## src/hw/rtl/swsr_pkg.sv

```systemverilog
// Shared types, register codes and helper functions for the single-wire sensor reader.
`timescale 1ns / 1ps
`default_nettype none

package swsr_pkg;

   // Tick counter width; the counter saturates at its maximum.
   localparam int TIMER_BITS = 16;
   localparam int CFG_W      = 16;
   localparam int DLY_W      = 10;
   localparam int CMP_W      = (TIMER_BITS > CFG_W) ? TIMER_BITS : CFG_W;

   typedef logic [TIMER_BITS-1:0] timer_type;

   localparam timer_type TIMER_MAX = {TIMER_BITS{1'b1}};

   localparam int CSR_INDEX_W = 3;

   typedef enum logic [CSR_INDEX_W-1:0] {
      CSR_START_LOW      = 3'd0,
      CSR_RELEASE        = 3'd1,
      CSR_RESP_LOW_DLY   = 3'd2,
      CSR_RESP_HIGH_DLY  = 3'd3,
      CSR_PRE_DATA_DLY   = 3'd4,
      CSR_BIT_SAMPLE_DLY = 3'd5,
      CSR_WAIT_TIMEOUT   = 3'd6
   } csr_index_type;

   localparam logic [CFG_W-1:0] START_LOW_RST      = 16'd18000;
   localparam logic [DLY_W-1:0] RELEASE_RST        = 10'd30;
   localparam logic [DLY_W-1:0] RESP_LOW_DLY_RST   = 10'd40;
   localparam logic [DLY_W-1:0] RESP_HIGH_DLY_RST  = 10'd80;
   localparam logic [DLY_W-1:0] PRE_DATA_DLY_RST   = 10'd40;
   localparam logic [DLY_W-1:0] BIT_SAMPLE_DLY_RST = 10'd40;
   localparam logic [CFG_W-1:0] WAIT_TIMEOUT_RST   = 16'd100;

   typedef enum logic [1:0] {
      STATUS_OK           = 2'd0,
      STATUS_NO_RESPONSE  = 2'd1,
      STATUS_BAD_CHECKSUM = 2'd2
   } status_type;

   localparam int BYTE_CHECKSUM = 4;
   localparam int BYTE_TEMP     = 2;
   localparam int BYTE_HUMIDITY = 0;

   localparam logic [7:0] TIMEOUT_BYTE = 8'hFF;

   // 9/5 is taken as 471861 / 2^18, exact for every byte value.
   localparam logic [27:0] F_SCALE = 28'd471861;
   localparam int          F_SHIFT = 18;
   localparam logic [8:0]  F_OFFSET = 9'd32;

   localparam int REQ_W = 8;
   localparam int RSP_W = 32;

   // True once the advanced count has reached the limit (limit clamps to counter max).
   function automatic logic limit_hit(timer_type cnt, logic [CFG_W-1:0] lim);
      logic [CMP_W-1:0] c;
      logic [CMP_W-1:0] l;
      c = CMP_W'(cnt);
      l = CMP_W'(lim);
      return (c >= l) || (cnt == TIMER_MAX);
   endfunction

   function automatic logic [8:0] to_fahrenheit(logic [7:0] celsius);
      logic [27:0] prod;
      prod = 28'(celsius) * F_SCALE;
      return 9'(prod >> F_SHIFT) + F_OFFSET;
   endfunction

endpackage

`default_nettype wire

```

## src/hw/rtl/single_wire_sensor_reader.sv

```systemverilog
// Single-wire sensor reader: start pulse, response check, 40-bit read, checksum.
// A tick word's result is registered, presented in the cycle after its acceptance.
// Throughput: one tick word per cycle unless stalled; the state update and result
//   are one registered pass, and the output register refills as its word is taken.
// Reset: synchronous, active high; idle phase, stores cleared, config at defaults.
`timescale 1ns / 1ps
`default_nettype none

module single_wire_sensor_reader (
   input  wire logic                               clock,
   input  wire logic                               reset,
   // req_tdata: [0] start_req, [1] line_in, [7:2] zero
   input  wire logic [swsr_pkg::REQ_W-1:0]         req_tdata,
   input  wire logic                               req_tvalid,
   output logic                                    req_tready,
   // rsp_tdata: [0] drive_enable, [1] drive_level, [2] busy_res, [3] done_res,
   //   [5:4] status, [13:6] humidity, [21:14] temperature_c,
   //   [30:22] temperature_f, [31] zero
   output logic [swsr_pkg::RSP_W-1:0]              rsp_tdata,
   output logic                                    rsp_tvalid,
   input  wire logic                               rsp_tready,
   input  wire logic                               csr_valid,
   output logic                                    csr_ready,
   input  wire logic [swsr_pkg::CSR_INDEX_W-1:0]   csr_index,
   input  wire logic [swsr_pkg::CFG_W-1:0]         csr_wdata
);
   import swsr_pkg::*;

   typedef enum logic [3:0] {
      PH_IDLE       = 4'd0,
      PH_START_LOW  = 4'd1,
      PH_START_HIGH = 4'd2,
      PH_RESP_LOW   = 4'd3,
      PH_RESP_HIGH  = 4'd4,
      PH_PRE_DATA   = 4'd5,
      PH_WAIT_HIGH  = 4'd6,
      PH_SAMPLE     = 4'd7,
      PH_WAIT_LOW   = 4'd8
   } phase_type;

   // configuration
   logic [CFG_W-1:0] start_low_ff;
   logic [DLY_W-1:0] release_ff;
   logic [DLY_W-1:0] resp_low_dly_ff;
   logic [DLY_W-1:0] resp_high_dly_ff;
   logic [DLY_W-1:0] pre_data_dly_ff;
   logic [DLY_W-1:0] bit_sample_dly_ff;
   logic [CFG_W-1:0] wait_timeout_ff;

   // reading state
   phase_type  phase_ff,     phase_in;
   timer_type  count_ff,     count_in;
   logic [2:0] bit_idx_ff,   bit_idx_in;
   logic [2:0] byte_idx_ff,  byte_idx_in;
   logic [7:0] shift_ff,     shift_in;
   logic       responded_ff, responded_in;
   logic [7:0] humidity_ff,  humidity_in;
   logic [7:0] temp_ff,      temp_in;
   logic [7:0] checksum_ff,  checksum_in;
   status_type status_ff,    status_in;

   // output register
   logic [RSP_W-1:0] rsp_data_ff, rsp_data_in;
   logic             rsp_valid_ff;

   logic       accept;
   logic       start_req;
   logic       line_in;
   timer_type  count_inc;
   logic       done;
   logic       byte_done;
   logic [7:0] byte_val;
   logic       drive_en;
   logic       drive_lvl;
   logic [8:0] temp_f;

   assign start_req  = req_tdata[0];
   assign line_in    = req_tdata[1];
   assign req_tready = !rsp_valid_ff || rsp_tready;
   assign accept     = req_tvalid && req_tready;
   assign csr_ready  = 1'b1;
   assign rsp_tdata  = rsp_data_ff;
   assign rsp_tvalid = rsp_valid_ff;

   assign count_inc = (count_ff == TIMER_MAX) ? count_ff : count_ff + timer_type'(1);

   always_comb begin
      phase_in     = phase_ff;
      count_in     = count_ff;
      bit_idx_in   = bit_idx_ff;
      byte_idx_in  = byte_idx_ff;
      shift_in     = shift_ff;
      responded_in = responded_ff;
      humidity_in  = humidity_ff;
      temp_in      = temp_ff;
      checksum_in  = checksum_ff;
      status_in    = status_ff;
      done         = 1'b0;
      byte_done    = 1'b0;
      byte_val     = TIMEOUT_BYTE;

      case (phase_ff)
         PH_IDLE: begin
            if (start_req) begin
               responded_in = 1'b0;
               phase_in     = PH_START_LOW;
               count_in     = '0;
            end
         end
         PH_START_LOW: begin
            count_in = count_inc;
            if (limit_hit(count_inc, start_low_ff)) begin
               phase_in = PH_START_HIGH;
               count_in = '0;
            end
         end
         PH_START_HIGH: begin
            count_in = count_inc;
            if (limit_hit(count_inc, CFG_W'(release_ff))) begin
               phase_in = PH_RESP_LOW;
               count_in = '0;
            end
         end
         PH_RESP_LOW: begin
            count_in = count_inc;
            if (limit_hit(count_inc, CFG_W'(resp_low_dly_ff))) begin
               count_in = '0;
               if (!line_in) begin
                  phase_in = PH_RESP_HIGH;
               end else begin
                  status_in = STATUS_NO_RESPONSE;
                  phase_in  = PH_IDLE;
                  done      = 1'b1;
               end
            end
         end
         PH_RESP_HIGH: begin
            count_in = count_inc;
            if (limit_hit(count_inc, CFG_W'(resp_high_dly_ff))) begin
               responded_in = line_in;
               phase_in     = PH_PRE_DATA;
               count_in     = '0;
            end
         end
         PH_PRE_DATA: begin
            count_in = count_inc;
            if (limit_hit(count_inc, CFG_W'(pre_data_dly_ff))) begin
               count_in = '0;
               if (responded_ff) begin
                  byte_idx_in = '0;
                  bit_idx_in  = '0;
                  shift_in    = '0;
                  phase_in    = PH_WAIT_HIGH;
               end else begin
                  status_in = STATUS_NO_RESPONSE;
                  phase_in  = PH_IDLE;
                  done      = 1'b1;
               end
            end
         end
         PH_WAIT_HIGH: begin
            if (line_in) begin
               phase_in = PH_SAMPLE;
               count_in = '0;
            end else begin
               count_in = count_inc;
               if (limit_hit(count_inc, wait_timeout_ff)) begin
                  byte_done = 1'b1;
               end
            end
         end
         PH_SAMPLE: begin
            count_in = count_inc;
            if (limit_hit(count_inc, CFG_W'(bit_sample_dly_ff))) begin
               // bits arrive MSB first
               shift_in[~bit_idx_ff] = line_in;
               count_in = '0;
               if (line_in) begin
                  phase_in = PH_WAIT_LOW;
               end else if (bit_idx_ff == 3'd7) begin
                  byte_done = 1'b1;
                  byte_val  = shift_in;
               end else begin
                  bit_idx_in = bit_idx_ff + 3'd1;
                  phase_in   = PH_WAIT_HIGH;
               end
            end
         end
         PH_WAIT_LOW: begin
            if (!line_in) begin
               count_in = '0;
               if (bit_idx_ff == 3'd7) begin
                  byte_done = 1'b1;
                  byte_val  = shift_ff;
               end else begin
                  bit_idx_in = bit_idx_ff + 3'd1;
                  phase_in   = PH_WAIT_HIGH;
               end
            end else begin
               count_in = count_inc;
               if (limit_hit(count_inc, wait_timeout_ff)) begin
                  byte_done = 1'b1;
               end
            end
         end
         default: begin
            phase_in = PH_IDLE;
            count_in = '0;
         end
      endcase

      // Store the finished byte; the checksum byte ends the reading.
      if (byte_done) begin
         count_in = '0;
         case (byte_idx_ff)
            3'(BYTE_HUMIDITY): humidity_in = byte_val;
            3'(BYTE_TEMP):     temp_in     = byte_val;
            3'(BYTE_CHECKSUM): checksum_in = byte_val;
            default: ;
         endcase
         if (byte_idx_ff >= 3'(BYTE_CHECKSUM)) begin
            status_in = ({1'b0, checksum_in} == ({1'b0, humidity_in} + {1'b0, temp_in}))
                        ? STATUS_OK : STATUS_BAD_CHECKSUM;
            phase_in  = PH_IDLE;
            done      = 1'b1;
         end else begin
            byte_idx_in = byte_idx_ff + 3'd1;
            bit_idx_in  = '0;
            shift_in    = '0;
            phase_in    = PH_WAIT_HIGH;
         end
      end
   end

   always_comb begin
      drive_en    = (phase_in == PH_START_LOW) || (phase_in == PH_START_HIGH);
      drive_lvl   = (phase_in == PH_START_HIGH);
      temp_f      = to_fahrenheit(temp_in);
      rsp_data_in = {1'b0, temp_f, temp_in, humidity_in, status_in, done,
                     (phase_in != PH_IDLE), drive_lvl, drive_en};
   end

   always_ff @(posedge clock) begin
      if (reset) begin
         start_low_ff      <= START_LOW_RST;
         release_ff        <= RELEASE_RST;
         resp_low_dly_ff   <= RESP_LOW_DLY_RST;
         resp_high_dly_ff  <= RESP_HIGH_DLY_RST;
         pre_data_dly_ff   <= PRE_DATA_DLY_RST;
         bit_sample_dly_ff <= BIT_SAMPLE_DLY_RST;
         wait_timeout_ff   <= WAIT_TIMEOUT_RST;
         phase_ff          <= PH_IDLE;
         count_ff          <= '0;
         bit_idx_ff        <= '0;
         byte_idx_ff       <= '0;
         shift_ff          <= '0;
         responded_ff      <= 1'b0;
         humidity_ff       <= '0;
         temp_ff           <= '0;
         checksum_ff       <= '0;
         status_ff         <= STATUS_OK;
         rsp_valid_ff      <= 1'b0;
         rsp_data_ff       <= '0;
      end else begin
         if (csr_valid) begin
            case (csr_index)
               CSR_START_LOW:      start_low_ff      <= csr_wdata;
               CSR_RELEASE:        release_ff        <= csr_wdata[DLY_W-1:0];
               CSR_RESP_LOW_DLY:   resp_low_dly_ff   <= csr_wdata[DLY_W-1:0];
               CSR_RESP_HIGH_DLY:  resp_high_dly_ff  <= csr_wdata[DLY_W-1:0];
               CSR_PRE_DATA_DLY:   pre_data_dly_ff   <= csr_wdata[DLY_W-1:0];
               CSR_BIT_SAMPLE_DLY: bit_sample_dly_ff <= csr_wdata[DLY_W-1:0];
               CSR_WAIT_TIMEOUT:   wait_timeout_ff   <= csr_wdata;
               default: ;
            endcase
         end
         if (accept) begin
            phase_ff     <= phase_in;
            count_ff     <= count_in;
            bit_idx_ff   <= bit_idx_in;
            byte_idx_ff  <= byte_idx_in;
            shift_ff     <= shift_in;
            responded_ff <= responded_in;
            humidity_ff  <= humidity_in;
            temp_ff      <= temp_in;
            checksum_ff  <= checksum_in;
            status_ff    <= status_in;
            rsp_data_ff  <= rsp_data_in;
            rsp_valid_ff <= 1'b1;
         end else if (rsp_tready) begin
            // word taken, nothing new to hold
            rsp_valid_ff <= 1'b0;
         end
      end
   end

endmodule

`default_nettype wire

```

## config.mk

```make
export PLATFORM = sky130hd
export DESIGN_NAME = single_wire_sensor_reader
export DESIGN_NICKNAME = d
export VERILOG_FILES = /design/src/hw/rtl/swsr_pkg.sv /design/src/hw/rtl/single_wire_sensor_reader.sv
export SDC_FILE = /design/constraint.sdc
export NUM_CORES = 1
export LEC_CHECK = 0
export BUFFER_PORTS_ARGS = -buffer_cell sky130_fd_sc_hd__clkbuf_2
export CAP_MARGIN = 20
export CORE_ASPECT_RATIO = 1.75
export CORE_UTILIZATION = 50
export DETAILED_ROUTE_END_ITERATION = 6
export PLACE_DENSITY = 0.67
export SLEW_MARGIN = 20
export SYNTH_ARGS = -nofsm -noshare
export SYNTH_HDL_FRONTEND = slang
export SYNTH_SLANG_ARGS = --single-unit
```

## constraint.sdc

```tcl
create_clock -name clock -period 19.2 [get_ports clock]
set_input_delay 2.88 -clock clock [delete_from_list [all_inputs] [get_ports clock]]
set_output_delay 2.88 -clock clock [all_outputs]
set_load 0.005 [all_outputs]
```

==> results of run 1 <==
worst max path at each step:
stage	to	cells after the start
floorplan	rsp_tdata[29]	25
global placement	rsp_tdata[29]	27
detailed placement	rsp_tdata[29]	27
CTS	rsp_tdata[29]	35
global route	rsp_tdata[29]	35
finish	rsp_tdata[29]	35
registers in the layout, indices dropped and copies added (netlist names):
signal and cells:
temp_ff 7, start_low_ff 16, wait_timeout_ff 16, pre_data_dly_ff 10, release_ff 10, count_ff 16
shift_ff 8, bit_sample_dly_ff 10, checksum_ff 8, phase_ff 4, byte_idx_ff 3, rsp_tdata 16
status_ff 1, resp_low_dly_ff 10, humidity_ff 7, responded_ff 1, rsp_tvalid 1, bit_idx_ff 3
resp_high_dly_ff 10
cells in the mapped netlist (all sizes together) (4+ instances only):
library cell / number / area, sq um
nor2b: 10 / 62.6
xnor2: 19 / 166
o22ai: 6 / 43.8
buf: 21 / 110
or3: 6 / 38.8
a22o: 8 / 70.1
nand2: 246 / 923
a21oi: 161 / 810
dfxtp: 157 / 3140
nand2b: 19 / 119
o21a: 12 / 90.1
nand3b: 14 / 105
o31ai: 8 / 60.1
and4: 5 / 43.8
and2: 9 / 56.3
mux2i: 16 / 160
fa: 25 / 500
a21o: 30 / 225
inv: 147 / 552
nand3: 26 / 145
o21ai: 52 / 260
mux2: 4 / 45.0
a22oi: 15 / 113
nor3b: 5 / 37.5
xor2: 16 / 140
nor2: 109 / 412
nor4: 10 / 75.1
o211ai: 4 / 30.0
ha: 162 / 2030
a2111oi: 10 / 133
a311oi: 4 / 35.0
nor3: 21 / 121
a211oi: 24 / 190
and3: 14 / 91.3
a211o: 16 / 140
or2: 5 / 31.3
nand4: 13 / 103
clkbuf: 55 / 206
a31oi: 12 / 75.1
final cells by class:
type / instances / area share
Multi-Input combinational cell: 1155 / 0.609
Sequential cell: 157 / 0.238
Inverter: 147 / 0.0417
Timing Repair Buffer: 78 / 0.0335
Clock buffer: 20 / 0.0330
Tap cell: 304 / 0.0287
Clock inverter: 11 / 0.0164
Antenna cell: 1 / 0.000189
per-stage QoR:
| step | utilization | total power, mW | setup slack (ns) |
|---|---|---|---|
| final | 0.563 | 0.768 | 8.71 |
| after detailed placement | 0.535 | 0.390 | 8.44 |
| after CTS | 0.563 | 0.774 | 8.63 |
| after global placement | 0.535 | 0.389 | 8.53 |
| after global routing | 0.563 | 0.790 | 7.99 |
| after floorplan | - | 0.372 | 9.79 |
power by group through the flow:
stage,Combinational (mW),Sequential [mW],Clock [mW]
finish,0.0473,0.335,0.386
global route,0.0527,0.336,0.402
CTS,0.0477,0.335,0.391
detailed placement,0.0473,0.342,0
global placement,0.0465,0.342,0
floorplan,0.0316,0.341,0
critical path: cells and delay by family, from the launching register on:
family / cells / cell delay [ns]
compound gates: 15 / 3.93
fa+ha+maj: 9 / 2.85
simple gates: 5 / 1.88
buf+inv: 3 / 0.56
flops: 1 / 0.51
xor+xnor: 2 / 0.36
mux: 1 / 0.30
kinds of logic after synthesis:
group / count (synthesis) / synth area share
simple gates: 521 / 0.203
compound gates: 387 / 0.209
buf+inv: 223 / 0.0720
fa+ha+maj: 189 / 0.211
flops: 157 / 0.261
xor+xnor: 36 / 0.0273
mux: 20 / 0.0170
other cells: 2 / 0.000623
per-layer routing:
| layer | part of all wire | track usage | vias to the layer above |
|---|---|---|---|
| met4 | 0.035 | 0.128 | 0 |
| met3 | 0.029 | 0.0409 | 75 |
| li1 | - | - | 5360 |
| met5 | 0 | 0 | - |
| met2 | 0.56 | 0.516 | 242 |
| met1 | 0.38 | 0.267 | 5034 |
==> reports/summary.md, run 1 <==
- **outcome** finished clean
- **routed vias** 10700
- **initial standard-cell utilization of the core** 0.513
- **sequential cell area** 3140 sq um
- **fraction of power consumed by combinational cells** 0.062
- **most used cells in the layout excluding fill and tap cells** sky130_fd_sc_hd__nand2_1, sky130_fd_sc_hd__ha_1, sky130_fd_sc_hd__a21oi_1
- **max cap viols** 0
- **Post-Synthesis Net Count** 1754
- **WL/cell** 17.0 microns
- **sum of negative setup slack** 0 ns
- **setup repair after global routing missed its margin** no
- **number of standard cells in the layout, taps in and fillers out** 1873
- **later-pin clock latency in the skew report** 0.46 ns
- **clock tree root driver cell** sky130_fd_sc_hd__clkbuf_16
- **antenna violations before repair** 0
- **core region area** 23500 sq um
- **aggregate global routing overflow** 0
- **Die ar.** 24800 sq um
- **Crit path required time** 19.56 ns
- **antenna viol nets, final** 0
- **cells on worst reg2reg path** 35
- **most common library cell in the layout ignoring fill and taps** sky130_fd_sc_hd__nand2_1
- **DP Cell Count** 1841
- **placed wire-length estimate** 24400 microns
- **worst reg2reg path endpoint** rsp_tdata[29]
- **drt first pass iters** 5
- **Ports** 67
- **pin count of the biggest net entering global routing** 61
- **startpoint of the lowest-slack hold path** resp_high_dly_ff[7]
- **number of pins with negative max-slew slack in the final report** 0
- **quantity of hold-fixing buffers added after cts** 0
- **Mapped Cells** 1535
- **level count of the clock H-tree** 4
- **DRC Markers** 0
- **clock slew at the register clock pins of the worst setup and hold paths** 0.06 ns
- **setup bufs post-CTS** 0
- **Crit path largest cell delay** 0.79 ns
- **Die X-Extent** 119 microns
- **clock sink count** 157
- **fraction of synthesis flops using an asynchronous set or reset pin** 0
- **slew at the pin with the worst max-slew slack** 0.917 ns
- **Multi-input gate area** 8060 sq um
- **wire length of the first global-routing pass** 51700 microns
- **number of cells on the worst hold path** 2
- **Primary FF master, synth** sky130_fd_sc_hd__dfxtp_1
- **final worst path period share** 0.547
- **post-layout net count** 1775
- **Total GRT Usage** 0.265
- **fill cell count** 2236
- **number of buffers on the longest clock path** 2
- **P_sw** 0.178 mW
- **average size of a mapped cell** 7.86 sq um
- **Post-Route Hold Slack** 0.455 ns
- **cell repeated most along the worst path** sky130_fd_sc_hd__ha_1
- **ratio of routed vias to standard cells** 5.72
- **Reg2Reg Launch Point** count_ff[0]
- **path type of the worst min-delay path** flop to flop
- **kind of critical path** flop to flop
- **setup skew after layout** 0.0216 ns
- **quantity of gates resized following cts** 0
- **Synth Cell Area** 12100 sq um
- **cts bufs inserted** 17
- **IO Port Bufs** 58
- **worst hold endpoint** resp_high_dly_ff[7]
- **area added between synthesis and finish** 9.68%
- **total power density per cell area** 58.0 nW/um^2
- **Final Hold Vio Count** 0
- **via count of the first global-routing pass** 10400
- **clock tree from TritonCTS** built
- **switching share of power** 0.232
- **largest voltage drop on the vdd net** 0.0000635 V
- **Post-Place Cell Area** 12600 sq um
- **worst setup path start** count_ff[0]
- **share of layout cells above drive strength 1** 0.0918
- **type of element launching the critical path** flop
- **highest-delay cell along the critical path** sky130_fd_sc_hd__and4_1
- **floorplan row count** 74
- **post-synthesis register bit count** 157
- **synthesis warning total** 0
- **Die Y** 207 microns
- **internal portion of total power** 0.590 mW
- **initial drt markers** 593
- **max_slew headroom** 0.383
- **crit end category** flop
- **R2R Setup Slk** 8.71 ns
- **number of unique standard cell types used by synthesis** 84
- **final critical path time including I/O delays and setup** 10.49 ns
- **leakage power summed over all cells** 6.01 nW
- **worst endpoint data arrival time** 10.85 ns
- **RePlAce Congestion** 0.912
- **sequential cell area fraction in the yosys report** 0.261
- **number of enable flip-flop cells after synthesis** 0
- **Critical Path Fanout Max** 12
- **sequential power share** 0.436
- **number of failing setup endpoints in the final timing report** 0
- **Clk pwr share** 0.502
- **final instance area** 13200 sq um
- **achievable clock frequency** 95.3 MHz
- **WL final** 31800 microns
(Power assumes the default switching activity.)
==> run 2: changes to the inputs <==
Settings changed: PLACE_DENSITY 0.67 to 0.7.
Clock period 19.2 ns to 9.2 ns, I/O delays scaled along.
==> reports/summary.md, run 2 (synthesis gave the netlist of run 1 again) <==
- **kind of critical path** flop to flop
- **number of buffers on the longest clock path** 2
- **Ports** 67
- **antenna violations before repair** 0
- **cell repeated most along the worst path** sky130_fd_sc_hd__ha_1
- **placed wire-length estimate** 25000 microns
- **final critical path time including I/O delays and setup** 8.82 ns
- **outcome** finished clean
- **DRC Markers** 0
- **RePlAce Congestion** 0.943
- **floorplan row count** 74
- **Crit path required time** 9.54 ns
- **drt first pass iters** 5
- **crit end category** flop
- **setup repair after global routing missed its margin** no
- **clock slew at the register clock pins of the worst setup and hold paths** 0.07 ns
- **most common library cell in the layout ignoring fill and taps** sky130_fd_sc_hd__nand2_1
- **quantity of hold-fixing buffers added after cts** 0
- **Die X-Extent** 119 microns
- **path type of the worst min-delay path** flop to flop
- **IO Port Bufs** 58
- **antenna viol nets, final** 0
- **largest voltage drop on the vdd net** 0.000185 V
- **post-layout net count** 1819
- **achievable clock frequency** 113 MHz
- **final instance area** 13600 sq um
- **Post-Place Setup Slack** 0.250 ns
- **worst endpoint data arrival time** 9.16 ns
- **number of pins with negative max-slew slack in the final report** 0
- **Die ar.** 24800 sq um
- **most used cells in the layout excluding fill and tap cells** sky130_fd_sc_hd__nand2_1, sky130_fd_sc_hd__ha_1, sky130_fd_sc_hd__a21oi_1
- **ratio of routed vias to standard cells** 5.72
- **share of the core filled with cells in the final layout** 0.577
- **initial standard-cell utilization of the core** 0.513
- **Total GRT Usage** 0.273
- **cts bufs inserted** 17
- **clock tree root driver cell** sky130_fd_sc_hd__clkbuf_16
- **max_slew headroom** 0.363
- **type of element launching the critical path** flop
- **Final Hold Vio Count** 0
- **Die Y** 207 microns
- **setup skew after layout** 0.0156 ns
- **wire length of the first global-routing pass** 53600 microns
- **share of layout cells above drive strength 1** 0.127
- **highest-delay cell along the critical path** sky130_fd_sc_hd__dfxtp_1
- **clock tree from TritonCTS** built
- **via count of the first global-routing pass** 11100
- **sum of negative setup slack** 0 ns
- **Post-Route Hold Slack** 0.454 ns
- **area added between synthesis and finish** 12.5%
- **initial drt markers** 591
- **family of cells with the greatest summed delay on the critical path** compound AO/OA/AOI/OAI gates
- **aggregate global routing overflow** 0
- **Critical Path Fanout Max** 7
- **leakage power summed over all cells** 6.23 nW
- **level count of the clock H-tree** 4
- **number of failing setup endpoints in the final timing report** 0
- **Worst Setup Slack, final** 0.383 ns
- **later-pin clock latency in the skew report** 0.44 ns
- **final worst path period share** 0.958
- **routed vias** 11000
- **number of diodes** 0
- **worst path buffer plus inverter count** 2
- **slew at the pin with the worst max-slew slack** 0.952 ns
- **WL/cell** 17.0 microns
- **clock sink count** 157
- **pin count of the biggest net entering global routing** 81
- **total power density per cell area** 111 nW/um^2
- **max cap viols** 0
- **Crit path largest cell delay** 0.48 ns
- **core region area** 23500 sq um
- **Post-Place Cell Area** 12900 sq um
- **WL final** 32500 microns
==> run 2: changes by cell type in the layout (fill, tap and decap cells not counted), sizes merged <==
cell,change
diode,-1
clkinvlp,-2
inv,+3
buf,+44
clkinv,+4
bufinv,-4
==> run 2: final cells by class <==
type,count,area [sq um]
Clock buffer,20,447
Clock inverter,12,135
Fill cell,2222,9940
Inverter,147,552
Multi-Input combinational cell,1155,8140
Sequential cell,157,3150
Tap cell,304,380
Timing Repair Buffer,122,773
==> run 2: power breakdown <==
group	total (mW)	switching (mW)	leakage (nW)	internal [mW]
registers	0.699	0.00792	1.27	0.691
logic	0.100	0.0664	4.67	0.0338
clock network	0.711	0.302	0.285	0.409
total	1.51	0.377	6.23	1.13
==> run 2: worst register-to-register path, delay by kind of cell, from the launching register on <==
| family | cells | cell delay, ns |
|---|---|---|
| buf+inv | 2 | 0.25 |
| flops | 1 | 0.48 |
| compound gates | 14 | 3.27 |
| mux | 1 | 0.38 |
| simple gates | 8 | 1.43 |
| fa+ha+maj | 7 | 2.23 |
| xor+xnor | 4 | 0.67 |
==> run 2: worst paths after layout <==
kind / from / cells after the start / slack (ns) / end
setup reg to reg: count_ff[13] / 36 / 0.38 / rsp_tdata[29]
setup / recovery: count_ff[13] / 36 / 0.38 / rsp_tdata[29]
hold reg to reg: resp_high_dly_ff[5] / 2 / 0.45 / resp_high_dly_ff[5]
hold / removal: resp_high_dly_ff[5] / 2 / 0.45 / resp_high_dly_ff[5]
==> run 2: layer usage <==
layer / global-route usage / vias to the layer above / wire, microns / share of wire
met5: 0 / - / 0 / 0
met4: 0.141 / 0 / 1500 / 0.046
met3: 0.0349 / 90 / 966 / 0.030
met2: 0.539 / 260 / 18000 / 0.55
met1: 0.268 / 5160 / 12000 / 0.37
li1: - / 5462 / - / -
==> run 2: repair_timing <==
item	CTS	global route
buffers inserted	0	0
endpoints found under the setup margin	0	3
resized for setup	0	20
==> run 2: per-stage QoR <==
stage | instances | total power, mW
finish | 1917 | 1.51
global route | 1917 | 1.56
CTS | 1917 | 1.52
detailed placement | 1885 | 0.814
global placement | 1885 | 0.812
floorplan | 1535 | 0.777
==> run 3: changes to the inputs <==
Settings changed: GPL_TIMING_DRIVEN set to 0.
==> reports/summary.md, run 3 (synthesis gave the netlist of run 1 again) <==
- **outcome** finished clean
- **total power density per cell area** 114 nW/um^2
- **highest-delay cell along the critical path** sky130_fd_sc_hd__fa_2
- **clock sink count** 157
- **antenna violations before repair** 1
- **number of failing setup endpoints in the final timing report** 0
- **later-pin clock latency in the skew report** 0.45 ns
- **core region area** 23500 sq um
- **global-route track usage on met2** 0.581
- **Die X-Extent** 119 microns
- **RePlAce Congestion** 0.940
- **number of pins with negative max-slew slack in the final report** 0
- **largest voltage drop on the vdd net** 0.000116 V
- **initial standard-cell utilization of the core** 0.513
- **most used cells in the layout excluding fill and tap cells** sky130_fd_sc_hd__nand2_1, sky130_fd_sc_hd__ha_1, sky130_fd_sc_hd__a21oi_1, sky130_fd_sc_hd__dfxtp_1, sky130_fd_sc_hd__inv_1
- **global routing met3 resource utilization** 0.0393
- **area added between synthesis and finish** 16.7%
- **most common library cell in the layout ignoring fill and taps** sky130_fd_sc_hd__nand2_1
- **worst setup path start** count_ff[0]
- **Crit path largest cell delay** 0.61 ns
- **floorplan row count** 74
- **share of the core filled with cells in the final layout** 0.599
- **worst endpoint data arrival time** 9.17 ns
- **WL final** 36900 microns
- **clock tree root driver cell** sky130_fd_sc_hd__clkbuf_16
- **max_slew headroom** 0.353
- **Critical Path Fanout Max** 10
- **level count of the clock H-tree** 4
- **DRC Markers** 0
- **drt first pass iters** 5
- **Ports** 67
- **final worst path period share** 0.959
- **startpoint of the lowest-slack hold path** bit_sample_dly_ff[8]
- **via count of the first global-routing pass** 11200
- **placed wire-length estimate** 27700 microns
- **Reg2Reg Launch Point** count_ff[0]
- **ratio of routed vias to standard cells** 5.84
- **Die Y** 207 microns
- **max cap viols** 0
- **quantity of hold-fixing buffers added after cts** 0
- **routed vias** 11400
- **Crit path required time** 9.55 ns
- **pin count of the biggest net entering global routing** 17
- **achievable clock frequency** 113 MHz
- **antenna viol nets, final** 0
- **path type of the worst min-delay path** flop to flop
- **WL/cell** 18.9 microns
- **Final Hold Vio Count** 0
- **cts bufs inserted** 17
- **Die ar.** 24800 sq um
- **IO Port Bufs** 54
- **clock slew at the register clock pins of the worst setup and hold paths** 0.06 ns
- **number of buffers on the longest clock path** 2
- **crit end category** flop
- **type of element launching the critical path** flop
- **setup skew after layout** 0.0108 ns
- **met1 routing resource usage after global routing** 0.291
- **leakage power summed over all cells** 6.29 nW
- **number of diodes** 0
- **kind of critical path** flop to flop
- **Total GRT Usage** 0.298
- **aggregate global routing overflow** 0
- **slew at the pin with the worst max-slew slack** 0.963 ns
- **initial drt markers** 726
- **highest-utilization routing layer at the global route stage** met2
- **post-layout net count** 1852
- **share of layout cells above drive strength 1** 0.133
- **final critical path time including I/O delays and setup** 8.82 ns
- **clock tree from TritonCTS** built
- **wire length of the first global-routing pass** 57500 microns
- **cell repeated most along the worst path** sky130_fd_sc_hd__ha_1
- **total power of the final layout** 1.61 mW
run 3: final cells by class:
| class | instances | area [sq um] |
|---|---|---|
| clock inverter | 10 | 185 |
| tap | 304 | 380 |
| timing repair buffer | 84 | 520 |
| inverter | 147 | 552 |
| sequential | 157 | 3150 |
| multi-input combinational | 1155 | 8490 |
| clock buffer | 21 | 470 |
| buffer | 71 | 333 |
| fill | 2161 | 9440 |
run 3: worst paths after layout:
kind                                              to  slack [ns]  cells past startpoint
worst min-delay path            bit_sample_dly_ff[8]        0.45                      2
worst min register to register  bit_sample_dly_ff[8]        0.45                      2
worst max-delay path                   rsp_tdata[29]        0.38                     37
worst max register to register         rsp_tdata[29]        0.38                     37
run 3: layer usage:
layer / share of wire / wire (microns) / vias up
li1: - / - / 5519
met1: 0.36 / 13200 / 5344
met2: 0.55 / 20200 / 383
met3: 0.038 / 1410 / 129
met4: 0.057 / 2110 / 2
met5: 0.00043 / 16 / -
run 3: what timing repair did:
| action | CTS | global route |
|---|---|---|
| gates resized for setup | 60 | 39 |
| setup buffers | 9 | 21 |
| pin swaps | 10 | 21 |
| setup endpoints to repair | 9 | 6 |
run 3: critical path, delay by kind of cell, from the launching register on:
family	cells	cell delay (ns)
compound gates	14	3.10
xor+xnor	3	0.50
fa+ha+maj	7	2.59
buf+inv	5	0.76
flops	1	0.40
mux	1	0.28
simple gates	7	1.08
run 3: power breakdown:
part | total, mW | switching [mW] | internal, mW
Sequential | 0.698 | 0.00607 | 0.691
Clock | 0.800 | 0.298 | 0.502
Combinational | 0.113 | 0.0777 | 0.0350
run 3: metrics by stage:
stage	cells	TNS [ns]	worst slack [ns]	instance area, sq um	hold slack, ns
2_1_floorplan	1535	0	0.518	12100	0.436
3_3_place_gp	1893	-10.22	-1.73	12700	0.442
3_5_place_dp	1893	-11.15	-1.81	12700	0.447
4_1_cts	1929	0	0.00824	13700	0.455
5_1_grt	1949	-0.129	-0.129	14100	0.468
6_report	1949	0	0.376	14100	0.453
